**src/hw/rtl/gdd_pkg.sv**
```systemverilog
// Shared types, constants and calendar tables for the Gregorian date difference block.
// No dependencies; used by gdd_lane, gdd_merge and gregorian_date_difference.
package gdd_pkg;

    localparam int DAY_W   = 5;
    localparam int MONTH_W = 4;
    localparam int YEAR_W  = 14;
    localparam int DN_W    = 23;   // day number and difference width
    localparam int MOFS_W  = 9;    // days before month, up to 335

    localparam int                 MAX_YEAR  = 9999;
    localparam logic [MONTH_W-1:0] MONTH_JAN = 4'd1;
    localparam logic [MONTH_W-1:0] MONTH_FEB = 4'd2;
    localparam logic [MONTH_W-1:0] MONTH_DEC = 4'd12;

    // floor(q / 25) == (q * RECIP25) >> RECIP25_SHIFT for q < 4096
    localparam logic [10:0] RECIP25       = 11'd1311;
    localparam int          RECIP25_SHIFT = 15;

    typedef logic [DN_W-1:0] dnum_t;

    typedef struct packed {
        logic  valid;   // date exists
        logic  leap;    // year is a leap year
        dnum_t dnum;    // proleptic day number, meaningful when valid
    } lane_result_t;

    // Length of a month in a common year; 0 for months out of range.
    function automatic logic [DAY_W-1:0] month_len(input logic [MONTH_W-1:0] m);
        logic [DAY_W-1:0] len;
        case (m)
            4'd1, 4'd3, 4'd5, 4'd7, 4'd8, 4'd10, 4'd12: len = 5'd31;
            4'd4, 4'd6, 4'd9, 4'd11:                    len = 5'd30;
            4'd2:                                       len = 5'd28;
            default:                                    len = 5'd0;
        endcase
        return len;
    endfunction

    // Days in the months before m, common year; 0 for months out of range.
    function automatic logic [MOFS_W-1:0] days_before(input logic [MONTH_W-1:0] m);
        logic [MOFS_W-1:0] ofs;
        case (m)
            4'd1:    ofs = 9'd0;
            4'd2:    ofs = 9'd31;
            4'd3:    ofs = 9'd59;
            4'd4:    ofs = 9'd90;
            4'd5:    ofs = 9'd120;
            4'd6:    ofs = 9'd151;
            4'd7:    ofs = 9'd181;
            4'd8:    ofs = 9'd212;
            4'd9:    ofs = 9'd243;
            4'd10:   ofs = 9'd273;
            4'd11:   ofs = 9'd304;
            4'd12:   ofs = 9'd334;
            default: ofs = 9'd0;
        endcase
        return ofs;
    endfunction

endpackage

```
**src/hw/rtl/gdd_lane.sv**
```systemverilog
// One date lane: validity check, leap rule and day number over two register stages.
// Depends on gdd_pkg; instantiated twice by gregorian_date_difference.
module gdd_lane #(
    parameter int MAX_YEAR = gdd_pkg::MAX_YEAR
) (
    input  logic                          clk,
    input  logic                          en1,    // load stage 1
    input  logic                          en2,    // load stage 2
    input  logic [gdd_pkg::DAY_W-1:0]     day,
    input  logic [gdd_pkg::MONTH_W-1:0]   month,
    input  logic [gdd_pkg::YEAR_W-1:0]    year,
    output gdd_pkg::lane_result_t         result
);

    localparam int Q_W   = gdd_pkg::YEAR_W - 2;   // year / 4
    localparam int C_W   = 8;                     // year / 100
    localparam int PR_W  = Q_W + 11;              // reciprocal product

    // ---- stage 1 combinational ----
    logic [gdd_pkg::YEAR_W-1:0] p;
    logic [Q_W-1:0]             pq;
    logic [PR_W-1:0]            p_prod;
    logic [C_W-1:0]             pc;
    logic [Q_W-1:0]             yq;
    logic [PR_W-1:0]            y_prod;
    logic [C_W-1:0]             yc;
    logic [Q_W-1:0]             yr;
    logic                       div4;
    logic                       div100;
    logic                       leap;
    logic [gdd_pkg::DAY_W:0]    len;
    logic                       ok;
    logic [gdd_pkg::MOFS_W-1:0] mofs;

    always_comb
    begin
        p      = year - 1'b1;
        pq     = p[gdd_pkg::YEAR_W-1:2];
        p_prod = PR_W'(pq) * PR_W'(gdd_pkg::RECIP25);
        pc     = p_prod[gdd_pkg::RECIP25_SHIFT +: C_W];

        yq     = year[gdd_pkg::YEAR_W-1:2];
        y_prod = PR_W'(yq) * PR_W'(gdd_pkg::RECIP25);
        yc     = y_prod[gdd_pkg::RECIP25_SHIFT +: C_W];
        yr     = yq - Q_W'(yc) * Q_W'(25);

        div4   = (year[1:0] == 2'b00);
        div100 = div4 && (yr == '0);
        leap   = (div4 && !div100) || (div100 && (yc[1:0] == 2'b00));

        len = {1'b0, gdd_pkg::month_len(month)};
        if (month == gdd_pkg::MONTH_FEB && leap)
        begin
            len = len + 1'b1;
        end

        ok = (day != '0) && (month >= gdd_pkg::MONTH_JAN) && (month <= gdd_pkg::MONTH_DEC)
             && (year != '0) && (int'(year) <= MAX_YEAR)
             && ({1'b0, day} <= len);

        mofs = gdd_pkg::days_before(month);
        if (month > gdd_pkg::MONTH_FEB && leap)
        begin
            mofs = mofs + 1'b1;
        end
    end

    // ---- stage 1 registers ----
    gdd_pkg::dnum_t             p365_reg;
    logic [Q_W-1:0]             pq_reg;
    logic [C_W-1:0]             pc_reg;
    logic [gdd_pkg::MOFS_W-1:0] mofs_reg;
    logic [gdd_pkg::DAY_W-1:0]  day_reg;
    logic                       ok_reg;
    logic                       leap_reg;

    always_ff @(posedge clk)
    begin
        if (en1)
        begin
            p365_reg <= gdd_pkg::dnum_t'(p) * gdd_pkg::dnum_t'(365);
            pq_reg   <= pq;
            pc_reg   <= pc;
            mofs_reg <= mofs;
            day_reg  <= day;
            ok_reg   <= ok;
            leap_reg <= leap;
        end
    end

    // ---- stage 2: sum of the day number terms ----
    gdd_pkg::dnum_t       dnum_next;
    gdd_pkg::lane_result_t result_reg;

    always_comb
    begin
        dnum_next = p365_reg + gdd_pkg::dnum_t'(pq_reg) - gdd_pkg::dnum_t'(pc_reg)
                  + gdd_pkg::dnum_t'(pc_reg[C_W-1:2]) + gdd_pkg::dnum_t'(mofs_reg)
                  + gdd_pkg::dnum_t'(day_reg);
    end

    always_ff @(posedge clk)
    begin
        if (en2)
        begin
            result_reg.valid <= ok_reg;
            result_reg.leap  <= leap_reg;
            result_reg.dnum  <= dnum_next;
        end
    end

    assign result = result_reg;

endmodule

```
**src/hw/rtl/gdd_merge.sv**
```systemverilog
// Merge stage: subtracts the two lane day numbers and registers the result fields.
// Depends on gdd_pkg; fed by two gdd_lane instances.
module gdd_merge (
    input  logic                          clk,
    input  logic                          en,
    input  gdd_pkg::lane_result_t         lane_a,
    input  gdd_pkg::lane_result_t         lane_b,
    output logic                          first_valid,
    output logic                          second_valid,
    output logic                          first_leap,
    output logic signed [gdd_pkg::DN_W-1:0] day_difference
);

    logic                              first_valid_reg;
    logic                              second_valid_reg;
    logic                              first_leap_reg;
    logic signed [gdd_pkg::DN_W-1:0]   diff_reg;
    logic signed [gdd_pkg::DN_W-1:0]   diff_next;

    // invalid on either side forces zero
    always_comb
    begin
        if (lane_a.valid && lane_b.valid)
        begin
            diff_next = signed'(lane_a.dnum - lane_b.dnum);
        end
        else
        begin
            diff_next = '0;
        end
    end

    always_ff @(posedge clk)
    begin
        if (en)
        begin
            first_valid_reg  <= lane_a.valid;
            second_valid_reg <= lane_b.valid;
            first_leap_reg   <= lane_a.leap;
            diff_reg         <= diff_next;
        end
    end

    assign first_valid    = first_valid_reg;
    assign second_valid   = second_valid_reg;
    assign first_leap     = first_leap_reg;
    assign day_difference = diff_reg;

endmodule

```
**src/hw/rtl/gregorian_date_difference.sv**
```systemverilog
// Top level of the Gregorian date difference block: handshake control, two date lanes, merge.
// Depends on gdd_pkg, gdd_lane and gdd_merge.
//
// Each transfer on the input carries two calendar dates. Two identical lanes check each date
// (day, month 1..12, year 1..MAX_YEAR, 29 February only in leap years by the 4/100/400 rule)
// and form its proleptic day number; the merge stage returns both validity flags, the leap
// flag of the first year (year 0 counts as leap) and day number 1 minus day number 2 as a
// 23-bit two's complement value, zero when either date is invalid. Throughput is one item
// per cycle as long as out_ready does not stall the output; items pass through three register
// stages (lane decode with the constant-reciprocal divisions, lane day-number sum,
// merge subtract). Each stage holds its item only while the next one is full and stalled,
// so an empty stage still takes an item while a finished result waits for out_ready.
module gregorian_date_difference #(
    parameter int MAX_YEAR = gdd_pkg::MAX_YEAR
) (
    input  logic                                clk,
    input  logic                                rst_n,
    input  logic                                in_valid,
    output logic                                in_ready,
    input  logic [gdd_pkg::DAY_W-1:0]           first_day,
    input  logic [gdd_pkg::MONTH_W-1:0]         first_month,
    input  logic [gdd_pkg::YEAR_W-1:0]          first_year,
    input  logic [gdd_pkg::DAY_W-1:0]           second_day,
    input  logic [gdd_pkg::MONTH_W-1:0]         second_month,
    input  logic [gdd_pkg::YEAR_W-1:0]          second_year,
    output logic                                out_valid,
    input  logic                                out_ready,
    output logic                                first_valid,
    output logic                                second_valid,
    output logic                                first_leap,
    output logic signed [gdd_pkg::DN_W-1:0]     day_difference
);

    // occupancy of the three stages
    logic s1_valid_reg;
    logic s2_valid_reg;
    logic out_valid_reg;

    // a stage may load when it is empty or its content moves on this cycle
    logic adv1;
    logic adv2;
    logic adv3;

    assign adv3     = !out_valid_reg || out_ready;
    assign adv2     = !s2_valid_reg || adv3;
    assign adv1     = !s1_valid_reg || adv2;
    assign in_ready = adv1;

    always_ff @(posedge clk or negedge rst_n)
    begin
        if (!rst_n)
        begin
            s1_valid_reg  <= 1'b0;
            s2_valid_reg  <= 1'b0;
            out_valid_reg <= 1'b0;
        end
        else
        begin
            if (adv1)
            begin
                s1_valid_reg <= in_valid;
            end
            if (adv2)
            begin
                s2_valid_reg <= s1_valid_reg;
            end
            if (adv3)
            begin
                out_valid_reg <= s2_valid_reg;
            end
        end
    end

    assign out_valid = out_valid_reg;

    gdd_pkg::lane_result_t lane_a;
    gdd_pkg::lane_result_t lane_b;

    // lane for the first date
    gdd_lane #(
        .MAX_YEAR (MAX_YEAR)
    ) u_lane_a (
        .clk    (clk),
        .en1    (adv1 && in_valid),
        .en2    (adv2 && s1_valid_reg),
        .day    (first_day),
        .month  (first_month),
        .year   (first_year),
        .result (lane_a)
    );

    // lane for the second date
    gdd_lane #(
        .MAX_YEAR (MAX_YEAR)
    ) u_lane_b (
        .clk    (clk),
        .en1    (adv1 && in_valid),
        .en2    (adv2 && s1_valid_reg),
        .day    (second_day),
        .month  (second_month),
        .year   (second_year),
        .result (lane_b)
    );

    // difference and output register
    gdd_merge u_merge (
        .clk            (clk),
        .en             (adv3 && s2_valid_reg),
        .lane_a         (lane_a),
        .lane_b         (lane_b),
        .first_valid    (first_valid),
        .second_valid   (second_valid),
        .first_leap     (first_leap),
        .day_difference (day_difference)
    );

endmodule
```
**config.mk**
```make
export PLATFORM = sky130hd
export DESIGN_NAME = gregorian_date_difference
export DESIGN_NICKNAME = d
export VERILOG_FILES = /design/src/hw/rtl/gdd_pkg.sv /design/src/hw/rtl/gdd_lane.sv /design/src/hw/rtl/gdd_merge.sv /design/src/hw/rtl/gregorian_date_difference.sv
export SDC_FILE = /design/constraint.sdc
export NUM_CORES = 1
export LEC_CHECK = 0
export BUFFER_PORTS_ARGS = -buffer_cell sky130_fd_sc_hd__buf_2
export CORE_UTILIZATION = 48
export DETAILED_ROUTE_END_ITERATION = 6
export PLACE_DENSITY_LB_ADDON = 0.2
export SYNTH_ARGS = -nofsm -noshare
export SYNTH_HDL_FRONTEND = slang
export SYNTH_HIERARCHICAL = 1
export SYNTH_SLANG_ARGS = --single-unit
```
**constraint.sdc**
```tcl
create_clock -name clk -period 6.01 [get_ports clk]
set_clock_uncertainty 0.15 [all_clocks]
set_input_delay 0.3005 -clock clk [delete_from_list [all_inputs] [get_ports clk]]
set_output_delay 0.3005 -clock clk [all_outputs]
set_load 0.1 [all_outputs]
```
==> flow_summary.yaml <==
yosys:
  syn_nets: 4058
  avgSynthCellArea_sq_um: 10.1
  synth_warnings: 6
  synth_cells: 3009
  synth_area_sq_mm: 0.0305
final_layout:
  area_growth_pct: 19.2
  fin_nets: 4535
  layout_commonest_cell: "inv_1"
  largest_reg_flops: 25
  fillCellCount: 5456
  stdcell_count: 4347
  layout_common_cells: "inv_1 (744), ha_1 (637), buf_4 (376)"
  drive_above_1_share_pct: 18.8
clock_tree:
  clockBufferDepth: 2
  tritoncts: "built"
  clk_latency_ns: 0.44
  path_clk_slew_ns: 0.08
  cts_htree_levels: 4
  numCtsBuffers: 17
  clock_sinks: 195
  root_buffer: "clkbuf_16"
status:
  violations: "setup timing"
  status: "finished, violations left"
floorplan:
  fp.dieH_um: 254
  start_util_pct: 48.5
  die_area_sq_mm: 0.0646
  die_w_um: 254
  core_sq_mm: 0.0630
  design.portCount: 78
  num_rows: 92
worst_setup_path:
  critPathSlowestCell: "or4_4"
  cpPeakStageDelay_ns: 0.53
  r2r_slack_ns: 0.54
  cp_common_cell: "fa_1"
  path_class: "input pin to register"
  required_ns: 6.10
  crit_family: "adder cells"
  reg2reg_to: "u_lane_b/result[21]$_DFFE_PP_"
  worst_setup_path_end_kind: "register"
  r2r-start: "u_lane_b/pc_reg[5]$_DFFE_PP_"
  crit_arrival_ns: 9.44
  worstSetupStartpointType: "input pin"
  reg2regPathDepth: 17
  worstPathMaxFanout: 4
  critPathBufInv: 8
global_route:
  antenna_found_initial: 8
  gr-total-overflow: 0
  grt_pass1_vias: 23155
  grt.total_usage_pct: 21.1
  grt_first_pass_wirelength_um: 110000
  grt_max_degree: 69
sta:
  worstMarginPinSlew_ns: 1.13
  period_share_pct: 156
  finalWorstSetupSlack_ns: -3.34
  finalHoldViolCount: 0
  clock.fmax_mhz: 107
  rsz0062_at_grt: "yes"
  slew_headroom_pct: 24.7
  slew_viol_final: 0
  report.final.setup_viol: 21
  period_needed_ns: 9.35
placed_design:
  dpl_worst_slack_ns: -4.00
  place.gp.congestion: 0.891
  place_inst: 4262
  place_hpwl_um: 56900
  io_buffers: 77
flow_run:
  maxCapViolations: 0
drt:
  drt_iter0_markers: 727
  viasPerCell: 5.04
  vias: 21916
  first_pass_iters: 5
  routedWlPerCell_um: 15.1
  drc: 0
  route.final.wire_length_um: 65500
  ant_nets: 0
hold_path:
  hp-class: "input pin to async pin"
-- layer usage --
metal	up-vias	global-route usage, %	wire length [um]
li1	10885	-	-
met1	10715	27.8	29900
met2	240	37.5	32500
met3	64	2.45	1990
met4	12	4.11	1010
met5	-	0	80
-- metrics by stage --
| stage | hold slack, ns | instance area, sq um | util (%) | setup TNS (ns) |
|---|---|---|---|---|
| floorplan | -0.145 | 30700 | - | -53.57 |
| CTS | 0.00285 | 35900 | 57.0 | -51.28 |
| global route | 0.00355 | 36400 | 57.8 | -58.74 |
| finish | 0.0171 | 36400 | 57.8 | -51.72 |
| detailed placement | -0.0506 | 34700 | 55.1 | -68.31 |
| global placement | -0.0554 | 34700 | 55.1 | -64.97 |
-- worst register-to-register path, stage by stage, from the launching register on --
cell and delay, ns:
edfxtp_1 0.51, fa_1 0.58, inv_1 0.06, fa_1 0.48, fa_1 0.54, inv_1 0.06, ha_1 0.27, a21o_1 0.18
a21oi_1 0.23, o21ai_0 0.12, a21oi_1 0.24, o21ai_0 0.23, a211oi_1 0.29, nor2_1 0.11, o41a_1 0.37, a41oi_1 0.34
a211oi_1 0.16, o311ai_0 0.35
-- what timing repair did --
action,4_1_cts,5_1_grt
resized for setup,71,84
hold endpoints to repair,14,0
setup endpoints to repair,21,38
buffers inserted,25,20
hold buffers,12,0
pin swaps,62,66
-- how the worst max path moves through the flow --
| stage | from | endpoint | cells past startpoint |
|---|---|---|---|
| after floorplan | first_year[8] | u_lane_a/ok_reg$_DFFE_PP_ | 45 |
| after global placement | first_year[8] | u_lane_a/ok_reg$_DFFE_PP_ | 45 |
| after detailed placement | first_year[8] | u_lane_a/ok_reg$_DFFE_PP_ | 45 |
| after CTS | first_year[7] | u_lane_a/ok_reg$_DFFE_PP_ | 45 |
| after global routing | first_year[7] | u_lane_a/ok_reg$_DFFE_PP_ | 45 |
| final | first_year[7] | u_lane_a/ok_reg$_DFFE_PP_ | 45 |
-- area by class of cell --
cell class,count,area (sq um),area share [%]
Clock inverter,15,180,0.495
Multi-Input combinational cell,2031,22500,61.7
Tap cell,846,1060,2.91
Timing Repair Buffer,475,3520,9.67
Sequential cell,195,5840,16.0
Clock buffer,17,425,1.17
Inverter,766,2900,7.96
Antenna cell,2,5.00,0.0138
Power is not shown: default switching activity piles up to over one toggle a cycle in this logic, so the estimate is an artifact.
